**config.mk**
```make
export PLATFORM = sky130hd
export DESIGN_NAME = unroutable_address_list_check_flat
export DESIGN_NICKNAME = d
export VERILOG_FILES = /design/src/rtl/core/ualc_pkg.sv /design/src/rtl/core/ualc_if.sv /design/src/rtl/core/ualc_front.sv /design/src/rtl/core/ualc_queue.sv /design/src/rtl/core/ualc_back.sv /design/src/rtl/core/unroutable_address_list_check.sv /design/src/flat_wrapper.sv
export SDC_FILE = /design/constraint.sdc
export NUM_CORES = 1
export LEC_CHECK = 0
export BUFFER_PORTS_ARGS = -buffer_cell sky130_fd_sc_hd__buf_2
export CELL_PAD_IN_SITES_DETAIL_PLACEMENT = 1
export CELL_PAD_IN_SITES_GLOBAL_PLACEMENT = 2
export CORE_ASPECT_RATIO = 0.75
export CORE_MARGIN = 4
export CORE_UTILIZATION = 17
export CTS_BUF_LIST = sky130_fd_sc_hd__clkbuf_16
export CTS_CLUSTER_DIAMETER = 40
export DETAILED_ROUTE_END_ITERATION = 6
export PLACE_DENSITY = 0.93
export SLEW_MARGIN = 20
export SYNTH_ARGS = -nofsm -noshare
export SYNTH_HDL_FRONTEND = slang
export SYNTH_HIERARCHICAL = 1
export SYNTH_SLANG_ARGS = --single-unit
```
**constraint.sdc**
```tcl
create_clock -name clk -period 2.6 [get_ports clk]
set_input_delay 0.26 -clock clk [delete_from_list [all_inputs] [get_ports clk]]
set_output_delay 0.26 -clock clk [all_outputs]
set_load 0.01 [all_outputs]
```
**src/rtl/core/ualc_pkg.sv**
```systemverilog
`timescale 1ns / 1ps
`default_nettype none
// ----------------------------------------------------------------------------
// ualc_pkg: shared types and constants of the unroutable address check
// Prefix tables, register indexes and the record that passes from the
// classifier through the queue to the accumulator.
// ----------------------------------------------------------------------------
package ualc_pkg;

  // Configuration port widths and register indexes.
  localparam int CFG_IDX_W = 8;
  localparam logic [CFG_IDX_W-1:0] CFG_CHECK_LOOPBACK = 8'd0;
  localparam logic [CFG_IDX_W-1:0] CFG_CHECK_RESERVED = 8'd1;

  // Depth of the queue between classifier and accumulator.
  localparam int QUEUE_DEPTH = 2;

  // IPv4-mapped addresses carry this tag in bits 63..32 of the lower half.
  localparam logic [31:0] V4_MAPPED_TAG = 32'h0000_ffff;

  // Reserved IPv4 prefixes and their lengths.
  localparam int V4_PREFIXES = 8;
  localparam logic [31:0] V4_NET [V4_PREFIXES] = '{
    32'h0a00_0000, 32'hac10_0000, 32'hc0a8_0000, 32'ha9fe_0000,
    32'hc000_0200, 32'hc633_6400, 32'hcb00_7100, 32'hc012_0000
  };
  localparam int V4_LEN [V4_PREFIXES] = '{8, 12, 16, 16, 24, 24, 24, 15};

  // First octets of the IPv4 zero network and loopback network.
  localparam logic [7:0] V4_ZERO_NET = 8'h00;
  localparam logic [7:0] V4_LOOP_NET = 8'h7f;

  // IPv6 reserved prefixes, aligned to the top of the upper half.
  localparam logic [27:0] V6_ORCHID     = 28'h2001001;
  localparam logic [31:0] V6_DOC        = 32'h2001_0db8;
  localparam logic [9:0]  V6_LINK_LOCAL = 10'h3fa;
  localparam logic [9:0]  V6_SITE_LOCAL = 10'h3fb;

  // Per-address verdict handed to the accumulator.
  typedef struct packed {
    logic hit;
    logic last;
  } ualc_item_t;

  // Prefix mask for a constant prefix length.
  function automatic logic [31:0] v4_mask(input int len);
    v4_mask = 32'hffff_ffff << (32 - len);
  endfunction

endpackage
`default_nettype wire

```
**src/rtl/core/ualc_if.sv**
```systemverilog
`timescale 1ns / 1ps
`default_nettype none
// ----------------------------------------------------------------------------
// ualc_if: channel interfaces of the unroutable address check
// Address request channel, verdict channel and configuration write channel.
// ----------------------------------------------------------------------------
interface ualc_in_if;
  logic        valid;
  logic        ready;
  logic [63:0] addr_upper;
  logic [63:0] addr_lower;
  logic        last_of_list;

  modport source (output valid, output addr_upper, output addr_lower,
                  output last_of_list, input ready);
  modport sink (input valid, input addr_upper, input addr_lower,
                input last_of_list, output ready);
endinterface

interface ualc_out_if;
  logic valid;
  logic ready;
  logic address_unroutable;
  logic all_unroutable;
  logic list_end;

  modport source (output valid, output address_unroutable, output all_unroutable,
                  output list_end, input ready);
  modport sink (input valid, input address_unroutable, input all_unroutable,
                input list_end, output ready);
endinterface

interface ualc_cfg_if;
  import ualc_pkg::*;
  logic                 valid;
  logic                 ready;
  logic [CFG_IDX_W-1:0] index;
  logic                 data;

  modport source (output valid, output index, output data, input ready);
  modport sink (input valid, input index, input data, output ready);
endinterface
`default_nettype wire

```
**src/rtl/core/ualc_front.sv**
```systemverilog
`timescale 1ns / 1ps
`default_nettype none
// ----------------------------------------------------------------------------
// ualc_front: address classifier
// Holds the check enables, accepts address requests and tests each address
// against the enabled classes with parallel prefix comparators.
// ----------------------------------------------------------------------------
module ualc_front (
  input  wire logic             clk,
  input  wire logic             rst_n,
  ualc_in_if.sink               in_if,
  ualc_cfg_if.sink              cfg_if,
  output ualc_pkg::ualc_item_t  push_item,
  output logic                  push_valid,
  input  wire logic             push_ready
);
  import ualc_pkg::*;

  logic check_loopback_r, check_loopback_nxt;
  logic check_reserved_r, check_reserved_nxt;
  logic is_mapped;
  logic [31:0] v4_addr;
  logic [V4_PREFIXES-1:0] v4_hits;
  logic v4_hit;
  logic v6_hit;

  // Configuration writes are always taken.
  assign cfg_if.ready = 1'b1;

  always_comb begin
    check_loopback_nxt = check_loopback_r;
    check_reserved_nxt = check_reserved_r;
    if (cfg_if.valid) begin
      case (cfg_if.index)
        CFG_CHECK_LOOPBACK: check_loopback_nxt = cfg_if.data;
        CFG_CHECK_RESERVED: check_reserved_nxt = cfg_if.data;
        default: ;
      endcase
    end
  end

  always_ff @(posedge clk) begin
    if (!rst_n) begin
      check_loopback_r <= 1'b0;
      check_reserved_r <= 1'b0;
    end else begin
      check_loopback_r <= check_loopback_nxt;
      check_reserved_r <= check_reserved_nxt;
    end
  end

  // An IPv4-mapped address is tested only against the IPv4 classes.
  assign is_mapped = (in_if.addr_upper == 64'd0) &&
                     (in_if.addr_lower[63:32] == V4_MAPPED_TAG);
  assign v4_addr   = in_if.addr_lower[31:0];

  // One comparator per reserved IPv4 prefix.
  always_comb begin
    for (int i = 0; i < V4_PREFIXES; i++) begin
      v4_hits[i] = (v4_addr & v4_mask(V4_LEN[i])) == (V4_NET[i] & v4_mask(V4_LEN[i]));
    end
  end

  assign v4_hit = (check_reserved_r && (|v4_hits)) ||
                  (check_loopback_r && ((v4_addr[31:24] == V4_ZERO_NET) ||
                                        (v4_addr[31:24] == V4_LOOP_NET)));

  // Native IPv6 classes: reserved prefixes and the ::1 loopback.
  assign v6_hit = (check_reserved_r &&
                   ((in_if.addr_upper[63:36] == V6_ORCHID) ||
                    (in_if.addr_upper[63:32] == V6_DOC) ||
                    (in_if.addr_upper[63:54] == V6_LINK_LOCAL) ||
                    (in_if.addr_upper[63:54] == V6_SITE_LOCAL))) ||
                  (check_loopback_r && (in_if.addr_upper == 64'd0) &&
                   (in_if.addr_lower == 64'd1));

  // Verdicts go straight into the queue.
  assign in_if.ready    = push_ready;
  assign push_valid     = in_if.valid;
  assign push_item.hit  = is_mapped ? v4_hit : v6_hit;
  assign push_item.last = in_if.last_of_list;

endmodule
`default_nettype wire

```
**src/rtl/core/ualc_queue.sv**
```systemverilog
`timescale 1ns / 1ps
`default_nettype none
// ----------------------------------------------------------------------------
// ualc_queue: verdict queue
// Short first-in first-out buffer between classifier and accumulator so that
// each side can stall on its own.
// ----------------------------------------------------------------------------
module ualc_queue (
  input  wire logic                  clk,
  input  wire logic                  rst_n,
  input  wire ualc_pkg::ualc_item_t  push_item,
  input  wire logic                  push_valid,
  output logic                       push_ready,
  output ualc_pkg::ualc_item_t       pop_item,
  output logic                       pop_valid,
  input  wire logic                  pop_ready
);
  import ualc_pkg::*;

  localparam int PTR_W = (QUEUE_DEPTH > 1) ? $clog2(QUEUE_DEPTH) : 1;
  localparam int CNT_W = $clog2(QUEUE_DEPTH + 1);
  localparam logic [PTR_W-1:0] LAST_SLOT = PTR_W'(QUEUE_DEPTH - 1);
  localparam logic [CNT_W-1:0] FULL_CNT  = CNT_W'(QUEUE_DEPTH);

  ualc_item_t slots_r [QUEUE_DEPTH];
  logic [PTR_W-1:0] wr_ptr_r, wr_ptr_nxt;
  logic [PTR_W-1:0] rd_ptr_r, rd_ptr_nxt;
  logic [CNT_W-1:0] count_r, count_nxt;
  logic do_push, do_pop;

  assign push_ready = (count_r != FULL_CNT);
  assign pop_valid  = (count_r != '0);
  assign pop_item   = slots_r[rd_ptr_r];
  assign do_push    = push_valid && push_ready;
  assign do_pop     = pop_valid && pop_ready;

  // Pointer and fill count update.
  always_comb begin
    wr_ptr_nxt = wr_ptr_r;
    rd_ptr_nxt = rd_ptr_r;
    count_nxt  = count_r;
    if (do_push) begin
      wr_ptr_nxt = (wr_ptr_r == LAST_SLOT) ? '0 : wr_ptr_r + 1'b1;
    end
    if (do_pop) begin
      rd_ptr_nxt = (rd_ptr_r == LAST_SLOT) ? '0 : rd_ptr_r + 1'b1;
    end
    if (do_push && !do_pop) begin
      count_nxt = count_r + 1'b1;
    end else if (do_pop && !do_push) begin
      count_nxt = count_r - 1'b1;
    end
  end

  always_ff @(posedge clk) begin
    if (!rst_n) begin
      wr_ptr_r <= '0;
      rd_ptr_r <= '0;
      count_r  <= '0;
    end else begin
      wr_ptr_r <= wr_ptr_nxt;
      rd_ptr_r <= rd_ptr_nxt;
      count_r  <= count_nxt;
    end
  end

  // Storage needs no reset.
  always_ff @(posedge clk) begin
    if (do_push) begin
      slots_r[wr_ptr_r] <= push_item;
    end
  end

endmodule
`default_nettype wire

```
**src/rtl/core/ualc_back.sv**
```systemverilog
`timescale 1ns / 1ps
`default_nettype none
// ----------------------------------------------------------------------------
// ualc_back: list accumulator and result register
// ANDs the verdicts of the current list, rearms after the last address and
// holds each result in an output register until it is taken.
// ----------------------------------------------------------------------------
module ualc_back (
  input  wire logic                  clk,
  input  wire logic                  rst_n,
  input  wire ualc_pkg::ualc_item_t  pop_item,
  input  wire logic                  pop_valid,
  output logic                       pop_ready,
  ualc_out_if.source                 out_if
);
  import ualc_pkg::*;

  logic all_so_far_r, all_so_far_nxt;
  logic out_valid_r, out_valid_nxt;
  logic hit_r, acc_r, last_r;
  logic acc;
  logic do_pop;

  // The result register refills whenever it is empty or being emptied.
  assign pop_ready = !out_valid_r || out_if.ready;
  assign do_pop    = pop_valid && pop_ready;
  assign acc       = all_so_far_r & pop_item.hit;

  always_comb begin
    all_so_far_nxt = all_so_far_r;
    out_valid_nxt  = out_valid_r;
    if (do_pop) begin
      all_so_far_nxt = pop_item.last ? 1'b1 : acc;
      out_valid_nxt  = 1'b1;
    end else if (out_if.ready) begin
      out_valid_nxt  = 1'b0;
    end
  end

  always_ff @(posedge clk) begin
    if (!rst_n) begin
      all_so_far_r <= 1'b1;
      out_valid_r  <= 1'b0;
    end else begin
      all_so_far_r <= all_so_far_nxt;
      out_valid_r  <= out_valid_nxt;
    end
  end

  // Result payload.
  always_ff @(posedge clk) begin
    if (do_pop) begin
      hit_r  <= pop_item.hit;
      acc_r  <= acc;
      last_r <= pop_item.last;
    end
  end

  assign out_if.valid              = out_valid_r;
  assign out_if.address_unroutable = hit_r;
  assign out_if.all_unroutable     = acc_r;
  assign out_if.list_end           = last_r;

endmodule
`default_nettype wire

```
**src/rtl/core/unroutable_address_list_check.sv**
```systemverilog
`timescale 1ns / 1ps
`default_nettype none
// ----------------------------------------------------------------------------
// unroutable_address_list_check: top level
// Classifies a list of IPv6 or IPv4-mapped addresses as unroutable and keeps
// a running verdict over each list.
//
//   Channel  Direction  Carries
//   in_if    sink       addr_upper, addr_lower, last_of_list
//   out_if   source     address_unroutable, all_unroutable, list_end
//   cfg_if   sink       index, data (0: check_loopback, 1: check_reserved)
//
// One address per cycle is sustained while out_if takes each result. Each
// verdict enters the queue when its request is accepted and moves on into the
// result register, which offers it. Reset clears the check enables and rearms
// the list verdict. A stalled result leaves the two-entry queue to absorb
// requests, after which in_if.ready drops. Configuration writes are always taken.
// ----------------------------------------------------------------------------
module unroutable_address_list_check (
  input  wire logic  clk,
  input  wire logic  rst_n,
  ualc_in_if.sink    in_if,
  ualc_out_if.source out_if,
  ualc_cfg_if.sink   cfg_if
);
  import ualc_pkg::*;

  ualc_item_t push_item, pop_item;
  logic push_valid, push_ready;
  logic pop_valid, pop_ready;

  ualc_front u_front (
    .clk        (clk),
    .rst_n      (rst_n),
    .in_if      (in_if),
    .cfg_if     (cfg_if),
    .push_item  (push_item),
    .push_valid (push_valid),
    .push_ready (push_ready)
  );

  ualc_queue u_queue (
    .clk        (clk),
    .rst_n      (rst_n),
    .push_item  (push_item),
    .push_valid (push_valid),
    .push_ready (push_ready),
    .pop_item   (pop_item),
    .pop_valid  (pop_valid),
    .pop_ready  (pop_ready)
  );

  ualc_back u_back (
    .clk       (clk),
    .rst_n     (rst_n),
    .pop_item  (pop_item),
    .pop_valid (pop_valid),
    .pop_ready (pop_ready),
    .out_if    (out_if)
  );

endmodule
`default_nettype wire
```
**src/flat_wrapper.sv**
```systemverilog
// flat-port wrapper written by rule: the top's interface ports become plain ports
module unroutable_address_list_check_flat import ualc_pkg::*;
  (clk, rst_n, in_if_valid, in_if_addr_upper, in_if_addr_lower, in_if_last_of_list, in_if_ready, out_if_valid, out_if_address_unroutable, out_if_all_unroutable, out_if_list_end, out_if_ready, cfg_if_valid, cfg_if_index, cfg_if_data, cfg_if_ready);
  ualc_in_if in_if_i ();
  ualc_out_if out_if_i ();
  ualc_cfg_if cfg_if_i ();
  input  wire logic clk;
  input  wire logic rst_n;
  input wire logic [$bits(in_if_i.valid)-1:0] in_if_valid;
  input wire logic [$bits(in_if_i.addr_upper)-1:0] in_if_addr_upper;
  input wire logic [$bits(in_if_i.addr_lower)-1:0] in_if_addr_lower;
  input wire logic [$bits(in_if_i.last_of_list)-1:0] in_if_last_of_list;
  output wire logic [$bits(in_if_i.ready)-1:0] in_if_ready;
  output wire logic [$bits(out_if_i.valid)-1:0] out_if_valid;
  output wire logic [$bits(out_if_i.address_unroutable)-1:0] out_if_address_unroutable;
  output wire logic [$bits(out_if_i.all_unroutable)-1:0] out_if_all_unroutable;
  output wire logic [$bits(out_if_i.list_end)-1:0] out_if_list_end;
  input wire logic [$bits(out_if_i.ready)-1:0] out_if_ready;
  input wire logic [$bits(cfg_if_i.valid)-1:0] cfg_if_valid;
  input wire logic [$bits(cfg_if_i.index)-1:0] cfg_if_index;
  input wire logic [$bits(cfg_if_i.data)-1:0] cfg_if_data;
  output wire logic [$bits(cfg_if_i.ready)-1:0] cfg_if_ready;
  assign in_if_i.valid = in_if_valid;
  assign in_if_i.addr_upper = in_if_addr_upper;
  assign in_if_i.addr_lower = in_if_addr_lower;
  assign in_if_i.last_of_list = in_if_last_of_list;
  assign in_if_ready = in_if_i.ready;
  assign out_if_valid = out_if_i.valid;
  assign out_if_address_unroutable = out_if_i.address_unroutable;
  assign out_if_all_unroutable = out_if_i.all_unroutable;
  assign out_if_list_end = out_if_i.list_end;
  assign out_if_i.ready = out_if_ready;
  assign cfg_if_i.valid = cfg_if_valid;
  assign cfg_if_i.index = cfg_if_index;
  assign cfg_if_i.data = cfg_if_data;
  assign cfg_if_ready = cfg_if_i.ready;
  unroutable_address_list_check u_core (.clk(clk), .rst_n(rst_n), .in_if(in_if_i), .out_if(out_if_i), .cfg_if(cfg_if_i));
endmodule
```
After elaboration in Yosys (flattened, before gate mapping)
Memory sizes are Yosys's and may differ from the RTL's. A register that Yosys moved wholly into a read port is not among the register bits.
Cells that the tools add are included.
- add/subtract/negate cells: 4
- eq/ne operators: 17
- multiplexer cells: 12
- bitwise logic cells: 1
- reductions and logical operators: 29
- operators with widths (cell ; number):
    $eq A24 B24 Y1 const B ; 3
    $eq A64 B1 Y1 const B ; 1
    $logic_not A64 Y1 ; 1
    $eq A16 B16 Y1 const B ; 2
    $eq A32 B16 Y1 const B ; 1
    $eq A32 B30 Y1 const B ; 1
    $eq A28 B26 Y1 const B ; 1
    $eq A10 B10 Y1 const B ; 2
    $logic_not A8 Y1 ; 2
    $eq A15 B15 Y1 const B ; 1
    $eq A12 B12 Y1 const B ; 1
    $logic_and A1 B1 Y1 ; 10
    $mux W1 ; 10
    $eq A8 B1 Y1 const B ; 1
    $eq A8 B4 Y1 const B ; 1
    $eq A8 B7 Y1 const B ; 1
    $reduce_or A8 Y1 ; 1
    $logic_or A1 B1 Y1 ; 7
    $reduce_bool A2 Y1 ; 3
    $mux W2 ; 2
    $reduce_and A2 Y1 ; 2
    $logic_not A1 Y1 ; 3
    $add A1 B1 Y1 const B ; 2
    $add A2 B1 Y2 const B ; 1
    other kinds (3) ; 3
- register bits after elaboration: 11
- RAM bits: 4
- word-level logic and storage cells: 74
- memories kept: 1
- memory list (name ; words ; width ; rd ports ; clocked after memory_dff ; write ports ; line ; RTL):
    u_core.u_queue.slots_r ; 2 ; 2 ; 1 ; 1 ; 1 ; ualc_queue.sv:25 ; ualc_item_t slots_r [QUEUE_DEPTH];

Longest topological paths before layout
Gate-level depths: netlist of run 1.
- word-level depth: 7
- gate-level depth with buffers: 7
- mapped depth without buffers: 7

Cells and area by module
The synthesis of run 1 kept the hierarchy.
- modules (own cells, without submodules) (module ; times used ; cells each ; area an instance (µm²) ; sequential area each (µm²)):
    ualc_front ; 1 ; 121 ; 798.3 ; 40.0
    ualc_queue ; 1 ; 30 ; 377.9 ; 220.2
    ualc_back ; 1 ; 14 ; 196.4 ; 130.1

Least setup slack after synthesis of run 1
No wires, ideal clock.
- kind: input to register
- start point: input in_if_addr_upper[47]
- end point: memory u_core/u_queue/slots_r[0][1] (netlist name) (data pin)
- setup time: 0.163 ns
- data arrival time: 1.601 ns
- data required time: 2.437 ns
- path slack: 0.835 ns
- stages on the path: 5
- path buffers: 0
- cell sequence: or4_2 nor4_4 o2111ai_1 o2bb2ai_1 a31oi_1
- RTL lines (item ; line ; RTL):
    from (decl) ; flat_wrapper.sv:10 ; input wire logic [$bits(in_if_i.addr_upper)-1:0] in_if_addr_upper;
    to (decl) ; ualc_queue.sv:25 ;

==> out/metrics.csv, run 1 <==
stage,metric,value,unit
run_status,status,finished clean,
layout,drive_above_1_share,0.5192,
place,dpl_worst_slack,531.4,ps
timing,rsz0062_at_grt,false,
place,io_buffers,147,
yosys,synthMuxAreaShare,0.03099,
die,core_area,7883,um^2
die,fp.dieArea,9590,um^2
worst_setup_path,crit_path_end_kind,flop,
global_route,antenna_found_initial,0,
clock_tree,cts-htree-levels,1,
layout,mostFrequentLayoutCell,buf_2,
pwr,peakVddDrop,0.0002930,V
global_route,grt_pass1_vias,2209,
yosys,yosys_most_used_dff,dfxtp_1,
die,initial_core_util,0.1741,
worst_setup_path,startpoint,in_if_addr_lower[25],
place,gp_congestion,0.8927,
drt,wl_per_cell,16.04,um
worst_setup_path,crit_path_start_kind,input pin,
layout,final_cell_mix,"147 x buf_2, 26 x nor4_1, 17 x nand4_1, 12 x nor2_1, 10 x nor3_1",
die,die_h,85.82,um
timing,drv_slew,0,
global_route,grt_overflow,0,
layout,finalNetCount,457,
layout,post-route-util,0.2903,
clock_tree,numCtsBuffers,3,
yosys,synth_cell_types,47,
clock_tree,clockRootBuffer,clkbuf_16,
worst_setup_path,cp_data_arrival_time,1900,ps
drt,wl_met3,584,um
drt,met2WireLength,3260,um
drt,dr.first_iter.drc_count,61,
timing,fmax,549.0,MHz
timing,fin_setup_tns,0,ps
clock_tree,ctsResizeCount,0,
clock_tree,cts_tree,built,
place,hpwlAfterDp,6030,um
worst_setup_path,crit_required,2680,ps
pwr,p_per_area,510.0,nW/um^2
timing,setup_violations,0,
clock_tree,clock_sinks,16,
drt,vias_per_cell,4.712,
yosys,synthCells,165,
layout,area_growth,66.73,%
yosys,yosysSeqAreaShare,0.2844,
die,fp-row-count,28,
worst_setup_path,slowest_delay,550,ps
drt,drc_errors,0,
yosys,synth_xor_area_frac,0.01914,
worst_setup_path,cp_slowest_cell,or4_4,
global_route,grt_max_degree,10,
layout,instances_no_fill,417,
worst_setup_path,path_buf_inv,1,
yosys,yosys.area_share.simple,0.5451,
hold_path,hp-start,in_if_last_of_list,
yosys,async_flop_share,0,
global_route,grt_pass1_wl,10610,um
clock_tree,hold_buffers,0,
die,die_w,111.8,um
clock_tree,clkTransAtPathRegs,50,ps
die,ioPinCount,149,
yosys,synth_fa_ha_area_frac,0.009116,
yosys,synth_seq_cells,16,
yosys,synth_fp_nets,309,
hold_path,hp-class,input pin to flop,
worst_setup_path,cp_top_family,simple AND/OR/NAND/NOR gates,
worst_setup_path,critPathKind,input pin to flop,
timing,hold_viol_final,0,
drt,dr.pass1.iters,4,
worst_setup_path,crit_chain,buf_2 -> or4_4 -> nand3b_4 -> nor4_2 -> o2111ai_1 -> o2bb2ai_1 -> a31oi_1,
clock_tree,max-clock-path-buffers,2,
yosys,syn_area_per_cell,8.319,um^2
flow_run,maxCapViolations,0,
yosys,synth_top_family_by_area,simple AND/OR/NAND/NOR gates,
timing,min_period_over_period,0.7005,
clock_tree,insertion_delay,240,ps
layout,diodes,0,
worst_setup_path,critPathMaxFanout,5,
timing,fin_worst_skew,1.599,ps
drt,routed.top_layer,met4,
yosys,synth_edf_count,7,
drt,ant_nets,0,
place,dp_cells,413,
yosys,yosysWarnings,6,
yosys,synth_compound_area_frac,0.07840,
worst_setup_path,r2r_start,u_core/u_queue/count_r[0]$_SDFFE_PN0P_,
worst_setup_path,r2r_slack,840,ps
drt,drt_wl_total,6689,um
drt,met1_length,2752,um
yosys,netlist_area,1373,um^2
clock_tree,post_cts_buffers,0,
global_route,track_usage,0.1349,
drt,num_vias,1965,
timing,min_period,1821,ps
pwr,p_leak,0.0009898,uW
timing,worst_slack,778.7,ps
-- layer usage --
metal	GRT usage	up-vias
li1	-	960
met3	0.03385	10
met2	0.2465	100
met4	0.03646	0
met1	0.1578	895
met5	0	-
-- synth_stat cells (3+ instances only) --
library cell,number,area [um^2]
nand4b_1,3,26.28
a31oi_1,3,18.77
nand2_1,9,33.78
o21ai_0,3,15.01
nor2_1,12,45.04
nand2b_1,3,18.77
edfxtp_1,7,210.2
nor2b_1,3,18.77
nand4_1,17,106.4
buf_4,4,30.03
nor3_1,10,50.05
dfxtp_1,9,180.2
nor4b_1,5,43.79
nor4_1,26,162.7
and2_1,5,31.28
nand3_1,7,35.03
-- final cells by class --
cell class	count	area, um^2
multi-input cells	142	940.9
repair buffers	147	735.7
flip-flops and latches	16	390.4
fillers	989	5594
inverters	3	11.26
well taps	105	131.4
clock buffers	3	75.07
clock inverters	1	3.754
-- state kept, by name (all words and copies together), names as in the netlist, named ones only --
name                                     cells
u_core/u_queue/rd_ptr_r                      1
u_core/u_back/out_if.address_unroutable      1
u_core/u_front/check_reserved_r              1
u_core/u_queue/count_r                       2
u_core/u_back/out_if.valid                   1
u_core/u_front/check_loopback_r              1
u_core/u_back/out_if.list_end                1
u_core/u_back/all_so_far_r                   1
u_core/u_queue/wr_ptr_r                      1
u_core/u_queue/slots_r                       4
u_core/u_back/out_if.all_unroutable          1
-- per-stage QoR --
| step | cell area, um^2 | hold WS (ps) | power [uW] |
|---|---|---|---|
| 2_1_floorplan | 1373 | 331.8 | 654.6 |
| 3_3_place_gp | 2210 | 453.8 | 834.1 |
| 3_5_place_dp | 2210 | 465.6 | 862.4 |
| 4_1_cts | 2288 | 223.5 | 1178 |
| 5_1_grt | 2288 | 217.6 | 1250 |
| 6_report | 2288 | 223.9 | 1167 |
-- final timing paths --
| path | to | cells past startpoint |
|---|---|---|
| max | u_core/u_queue/slots_r[0][1]$_DFFE_PP_ | 7 |
| min | u_core/u_queue/slots_r[1][0]$_DFFE_PP_ | 1 |
| max reg2reg | u_core/u_queue/count_r[1]$_SDFFE_PN0P_ | 5 |
| min reg2reg | u_core/u_back/all_so_far_r$_SDFFE_PN1P_ | 2 |
-- worst register-to-register path, cell delays in order (launching register included) --
cell,delay (ps)
dfxtp_1,350
nand2b_1,230
and2_1,200
ha_1,340
or3_1,390
a21boi_1,170
-- where the power goes --
group,switching (uW),internal (uW),leakage (uW)
Combinational,236,246,0.000810
Sequential,38.3,348,0.000141
Clock,95.2,204,0.0000385
-- kinds of logic (layout without fill, tap and decap cells) --
family / after synthesis / count (layout)
mux: 4 / 4
simple gates: 117 / 117
flops: 16 / 16
other cells: 1 / 1
compound gates: 16 / 16
xor+xnor: 3 / 3
fa+ha+maj: 1 / 1
buf+inv: 7 / 154
Power figures use the tool's default switching activity.
==> run 2, diff against run 1 <==
- ABC_AREA: not set -> 1
- CORE_UTILIZATION: 17 -> 15
- PLACE_DENSITY: 0.93 -> 0.84
- clock period: 2.6 -> 1.6 ns (I/O delays scaled with it)
==> out/metrics.csv, run 2 <==
stage,metric,value,unit,change
pwr,peakVddDrop,0.0003278,V,+12%
global_route,grt_max_degree,10,,unchanged
yosys,yosysWarnings,6,,unchanged
worst_setup_path,reg2reg_depth,10,,+5
clock_tree,clkTransAtPathRegs,50,ps,about the same
timing,setup_violations,0,,unchanged
global_route,grt_pass1_vias,2790,,+26%
worst_setup_path,crit_path_end_kind,flop,,
place,placed_area,2830,um^2,+28%
drt,drt_wl_total,7513,um,+12%
drt,ant_nets,0,,unchanged
clock_tree,max-clock-path-buffers,2,,unchanged
drt,dr.pass1.iters,4,,unchanged
yosys,yosys_most_used_dff,dfxtp_1,,
layout,finalNetCount,655,,+43%
worst_setup_path,critPathMaxFanout,5,,unchanged
timing,min_period,1370,ps,
clock_tree,hold_buffers,0,,unchanged
die,ioPinCount,149,,unchanged
clock_tree,cts-htree-levels,1,,unchanged
worst_setup_path,critPathCapture,u_core/u_queue/count_r[1]$_SDFFE_PN0P_,,
clock_tree,insertion_delay,240,ps,about the same
global_route,antenna_found_initial,0,,unchanged
worst_setup_path,slowest_delay,350,ps,-200 ps
yosys,synth_cell_types,31,,-34%
yosys,synth_fp_nets,506,,+64%
clock_tree,post_cts_buffers,0,,unchanged
pwr,p_per_area,661.8,nW/um^2,+30%
layout,instances_no_fill,676,,+62%
layout,reg.largest.list,"u_core/u_queue/slots_r (4), u_core/u_queue/count_r (2)",,
drt,num_vias,2613,,+33%
clock_tree,clockRootBuffer,clkbuf_16,,
worst_setup_path,cp_slowest_cell,dfxtp_1,,
yosys,synth_top_area_share,0.2280,,+0.07490
layout,post-route-util,0.2356,,-0.05476
die,fp-row-count,35,,+25%
layout,diodes,0,,unchanged
worst_setup_path,r2r_slack,230,ps,-610 ps
place,dp_cells,672,,+63%
worst_setup_path,cp_data_arrival_time,1550,ps,-350 ps
layout,area_growth,52.36,%,
yosys,yosysSeqAreaShare,0.2045,,-0.07996
yosys,synth_edf_count,7,,unchanged
clock_tree,ctsResizeCount,0,,unchanged
yosys,synth_seq_cells,16,,unchanged
yosys,synth_top_cells_by_count,"116 x nor2_1, 91 x nand2_1, 48 x inv_1",,
timing,fmax,730.1,MHz,
yosys,async_flop_share,0,,unchanged
yosys,syn_area_per_cell,5.274,um^2,-37%
yosys,netlist_top_cells_area,"nor2_1 23%, nand2_1 18%, edfxtp_1 11%",,
global_route,track_usage,0.09613,,-0.03881
worst_setup_path,critPathKind,flop to flop,,
place,hpwlAfterDp,7019,um,+16%
yosys,synthCells,362,,+120%
place,io_buffers,147,,unchanged
die,fp.dieArea,14620,um^2,+52%
place,dpl_worst_slack,105.2,ps,-426.2 ps
clock_tree,numCtsBuffers,3,,unchanged
layout,final_cell_mix,"147 x buf_2, 116 x nor2_1, 91 x nand2_1, 48 x inv_1, 25 x nand3_1",,
yosys,synth_most_common_cell,nor2_1,,
die,die_w,138.3,um,+24%
timing,fin_setup_tns,0,ps,unchanged
layout,largest_reg_flops,4,,unchanged
timing,min_period_over_period,0.8560,,
clock_tree,clock_sinks,16,,unchanged
worst_setup_path,crit_path_start_kind,flop,,
layout,mostFrequentLayoutCell,buf_2,,
worst_setup_path,crit_chain,inv_2 -> nand2_4 -> nand2_4 -> clkinv_2 -> ha_1 -> inv_1 -> nand3_1 -> nand2_1 -> inv_1 -> nor2_1,,
worst_setup_path,crit_required,1780,ps,-900 ps
yosys,netlist_area,1909,um^2,+39%
clock_tree,cts_tree,built,,
timing,hold_viol_final,0,,unchanged
worst_setup_path,timing.rr.end,u_core/u_queue/count_r[1]$_SDFFE_PN0P_,,
drt,drc_errors,0,,unchanged
die,die_h,105.7,um,+23%
place,gp_congestion,0.7827,,-12%
layout,regMostFlops,u_core/u_queue/slots_r,,
hold_path,hp-class,input pin to flop,,
layout,final_cell_area,2909,um^2,+27%
run_status,status,finished clean,,
global_route,grt_pass1_wl,12130,um,+14%
timing,fin_worst_skew,1.141,ps,-0.4579 ps
die,core_area,12350,um^2,+57%
layout,drive_above_1_share,0.3608,,-0.1584
layout,n_fill_cell,1681,,+70%
timing,rsz0062_at_grt,false,,
drt,wl_per_cell,11.11,um,-31%
worst_setup_path,r2r_start,u_core/u_queue/count_r[0]$_SDFFE_PN0P_,,
timing,drv_slew,0,,unchanged
yosys,yosysTopAreaCell,nor2_1,,
drt,dr.first_iter.drc_count,88,,+44%
drt,vias_per_cell,3.865,,-18%
flow_run,maxCapViolations,0,,unchanged
pwr,p_leak,0.001520,uW,+54%
global_route,grt_overflow,0,,unchanged
timing,worst_slack,230.4,ps,-548.3 ps
die,initial_core_util,0.1546,,-0.01952
worst_setup_path,startpoint,u_core/u_queue/count_r[0]$_SDFFE_PN0P_,,
## run 2: cell types whose count changed after synthesis, moves of 5 or more
cell,delta
inv_1,+46
inv_2,+9
nand2_1,+82
nand2_2,+5
nand3_1,+18
nand4_1,-7
nor2_1,+104
nor2_2,+8
nor3_1,-5
nor4_1,-25
nor4b_1,-5
## run 2: cell type report
class	count	area (um^2)	share of cell area
repair buffers	148	743.2	0.2555
clock buffers	3	75.07	0.02581
well taps	166	207.7	0.07140
flip-flops and latches	16	390.4	0.1342
inverters	59	222.7	0.07656
clock inverters	1	3.754	0.001290
multi-input cells	283	1266	0.4353
## run 2: report_power, final
group	internal (uW)	switching, uW
Sequential	569	65.8
Clock	330	142
Combinational	359	458
## run 2: critical path, delay by kind of cell (launching register included)
kind | cells | cell delay, ps
adder cells (fa/ha/maj) | 1 | 280
AND/OR/NAND/NOR | 5 | 370
flip-flops | 1 | 350
buffers and inverters | 4 | 300
## run 2: metal layers
metal / vias to the layer above / GRT usage / part of all wire
met4: 0 / 0.01410 / 0.0083
li1: 1396 / - / -
met5: - / 0 / 0
met1: 1153 / 0.1192 / 0.44
met2: 58 / 0.1811 / 0.51
met3: 6 / 0.01224 / 0.041
## run 2: metrics by stage
| step | hold slack [ps] | power [uW] |
|---|---|---|
| finish | 114.7 | 1925 |
| global route | 114.5 | 2080 |
| CTS | 118.2 | 1949 |
| detailed placement | 365.6 | 1469 |
| global placement | 364.2 | 1427 |
| floorplan | 244.7 | 1119 |
## run 2: kinds of logic (layout without fill, tap and decap cells)
family | count (synthesis) | in the layout | synth area share
and+or+nand+nor | 271 | 271 | 0.6147
buffers and inverters | 63 | 211 | 0.1324
DFF | 16 | 16 | 0.2045
AOI/OAI and AO/OA | 8 | 8 | 0.02817
muxes | 2 | 2 | 0.01179
adders and majority gates | 1 | 1 | 0.006552
other | 1 | 1 | 0.001964
## run 2: worst min path at each step
stage / start / endpoint / slack, ps / cells past startpoint
floorplan: rst_n / u_core/u_back/all_so_far_r$_SDFFE_PN1P_ / 240 / 1
global placement: in_if_last_of_list / u_core/u_queue/slots_r[0][0]$_DFFE_PP_ / 360 / 1
detailed placement: in_if_last_of_list / u_core/u_queue/slots_r[0][0]$_DFFE_PP_ / 370 / 1
CTS: in_if_last_of_list / u_core/u_queue/slots_r[0][0]$_DFFE_PP_ / 120 / 1
global route: in_if_last_of_list / u_core/u_queue/slots_r[0][0]$_DFFE_PP_ / 110 / 1
finish: in_if_last_of_list / u_core/u_queue/slots_r[0][0]$_DFFE_PP_ / 110 / 1
==> run 3, diff against run 2 <==
- ABC_AREA: 1 -> 0
- CORE_UTILIZATION: 15 -> 14
- PLACE_DENSITY: 0.84 -> 0.83
==> out/metrics.csv, run 3 (synthesized netlist as in run 1, its figures left out) <==
stage,metric,value,unit,change
timing,fin_worst_skew,2.780,ps,+1.639 ps
clock_tree,clockRootBuffer,clkbuf_16,,
timing,worst_slack,-81.43,ps,-311.8 ps
die,fp.dieArea,11470,um^2,-22%
global_route,grt_use_met1,0.1424,,+0.02326
worst_setup_path,crit_required,1670,ps,-110 ps
global_route,antenna_found_initial,0,,unchanged
timing,min_period_over_period,1.051,,+0.1949
place,hpwlAfterDp,6510,um,-7.3%
timing,tightest_slew,558.2,ps,
global_route,grt_overflow,0,,unchanged
clock_tree,clock_sinks,16,,unchanged
worst_setup_path,cp_data_arrival_time,1750,ps,+200 ps
worst_setup_path,critPathCapture,u_core/u_queue/slots_r[1][1]$_DFFE_PP_,,
die,ioPinCount,149,,unchanged
drt,dr.pass1.iters,3,,-1
worst_setup_path,r2r_start,u_core/u_front/check_loopback_r$_SDFFE_PN0P_,,
layout,diodes,0,,unchanged
timing,min_period,1681,ps,+311.8 ps
drt,ant_nets,0,,unchanged
pwr,p_leak,0.001182,uW,-22%
pwr,p_per_area,756.5,nW/um^2,+14%
layout,final_cell_mix,"144 x buf_2, 33 x buf_4, 25 x nor4_1, 17 x nand4_1, 12 x nor2_1",,
drt,num_vias,2034,,-22%
layout,largest_reg_flops,4,,unchanged
die,fp-row-count,30,,-14%
clock_tree,clkTransAtPathRegs,50,ps,about the same
worst_setup_path,critPathMaxFanout,3,,-2
place,dpl_worst_slack,-352.0,ps,-457.2 ps
timing,hold_viol_final,0,,unchanged
global_route,grt_max_degree,10,,unchanged
die,core_area,9309,um^2,-25%
layout,area_growth,92.80,%,
drt,dr.first_iter.drc_count,45,,-49%
place,gp_congestion,0.7925,,+1.3%
drt,vias_per_cell,4.300,,+11%
clock_tree,insertion_delay,240,ps,about the same
run_status,status,finished with violations,,
timing,setup_violations,2,,+2
global_route,grt_use_met3,0.02468,,+0.01244
clock_tree,cts-htree-levels,1,,unchanged
layout,final_cell_area,2646,um^2,-9.0%
die,die_h,93.75,um,-11%
clock_tree,cts_tree,built,,
global_route,grt_pass1_vias,2262,,-19%
run_status,violations,setup timing,,
flow_run,maxCapViolations,0,,unchanged
place,placed_area,2481,um^2,-12%
layout,drive_above_1_share,0.5884,,+0.2276
timing,rsz0062_at_grt,true,,
clock_tree,max-clock-path-buffers,2,,unchanged
timing,fmax,594.7,MHz,-19%
worst_setup_path,r2r_slack,50,ps,-180 ps
worst_setup_path,timing.rr.end,u_core/u_queue/slots_r[1][1]$_DFFE_PP_,,
drt,drt_wl_total,7087,um,-5.7%
worst_setup_path,critPathKind,input pin to flop,,
worst_setup_path,crit_path_end_kind,flop,,
layout,finalNetCount,490,,-25%
global_route,grt_pass1_wl,10870,um,-10%
drt,drc_errors,0,,unchanged
timing,holdWs,120.2,ps,+5.499 ps
global_route,track_usage,0.1184,,+0.02230
timing,drv_slew,0,,unchanged
drt,wl_per_cell,14.98,um,+35%
die,die_w,122.3,um,-12%
layout,mostFrequentLayoutCell,buf_2,,
global_route,grt_busiest_layer,met2,,
hold_path,hp-start,in_if_last_of_list,,
clock_tree,numCtsBuffers,3,,unchanged
die,initial_core_util,0.1474,,-0.007164
timing,maxSlewHeadroom,0.6244,,
global_route,use_met2,0.2167,,+0.03568
worst_setup_path,reg2reg_depth,6,,-4
hold_path,hp-class,input pin to flop,,
layout,reg.largest.list,"u_core/u_queue/slots_r (4), u_core/u_queue/count_r (2)",,
layout,regMostFlops,u_core/u_queue/slots_r,,
place,io_buffers,147,,unchanged
timing,fin_setup_tns,-162.9,ps,-162.9 ps
worst_setup_path,startpoint,in_if_addr_upper[47],,
pwr,peakVddDrop,0.0004432,V,+35%
worst_setup_path,crit_path_start_kind,input pin,,
## run 3: report_power, final
group	switching [uW]	internal, uW	total, uW
sequential	62.2	566	628
clock	150	331	481
combinational	397	496	893
## run 3: layout make-up
| class | instances | area, um^2 |
|---|---|---|
| fill | 1200 | 6663 |
| multi-input combinational | 142 | 1003 |
| timing repair buffer | 180 | 1002 |
| sequential | 16 | 390.4 |
| tap | 128 | 160.2 |
| clock buffer | 3 | 75.07 |
| inverter | 3 | 11.26 |
| clock inverter | 1 | 3.754 |
## run 3: worst min-delay path by stage
stage	depth (start not counted)	slack (ps)	to
finish	1	120	u_core/u_queue/slots_r[0][0]$_DFFE_PP_
global route	1	130	u_core/u_queue/slots_r[0][0]$_DFFE_PP_
CTS	1	120	u_core/u_queue/slots_r[0][0]$_DFFE_PP_
detailed placement	1	380	u_core/u_queue/slots_r[0][0]$_DFFE_PP_
global placement	1	370	u_core/u_queue/slots_r[0][0]$_DFFE_PP_
floorplan	1	230	u_core/u_back/all_so_far_r$_SDFFE_PN1P_
## run 3: stage by stage
step,std cells,total power [uW],util
2_1_floorplan,165,1064,-
3_3_place_gp,468,1434,0.2665
3_5_place_dp,468,1490,0.2665
4_1_cts,473,1978,0.2792
5_1_grt,473,2154,0.2843
6_report,473,2002,0.2843
## run 3: routing by layer
| layer | wire length, um | vias up |
|---|---|---|
| li1 | - | 1029 |
| met1 | 2929 | 922 |
| met2 | 3488 | 75 |
| met3 | 591 | 8 |
| met4 | 78 | 0 |
| met5 | 0 | - |
## run 3: critical path, stage by stage
cell and delay [ps]:
buf_6 90, or4_4 530, nor4_4 440, o2111ai_2 180, o2bb2ai_1 150, a31oi_1 210
## run 3: what timing repair did
item	CTS	global route
gates resized for setup	5	7
hold buffers	0	0
endpoints found under the hold margin	0	0
pin swaps	2	2
setup endpoints to repair	2	3
setup buffers	1	0
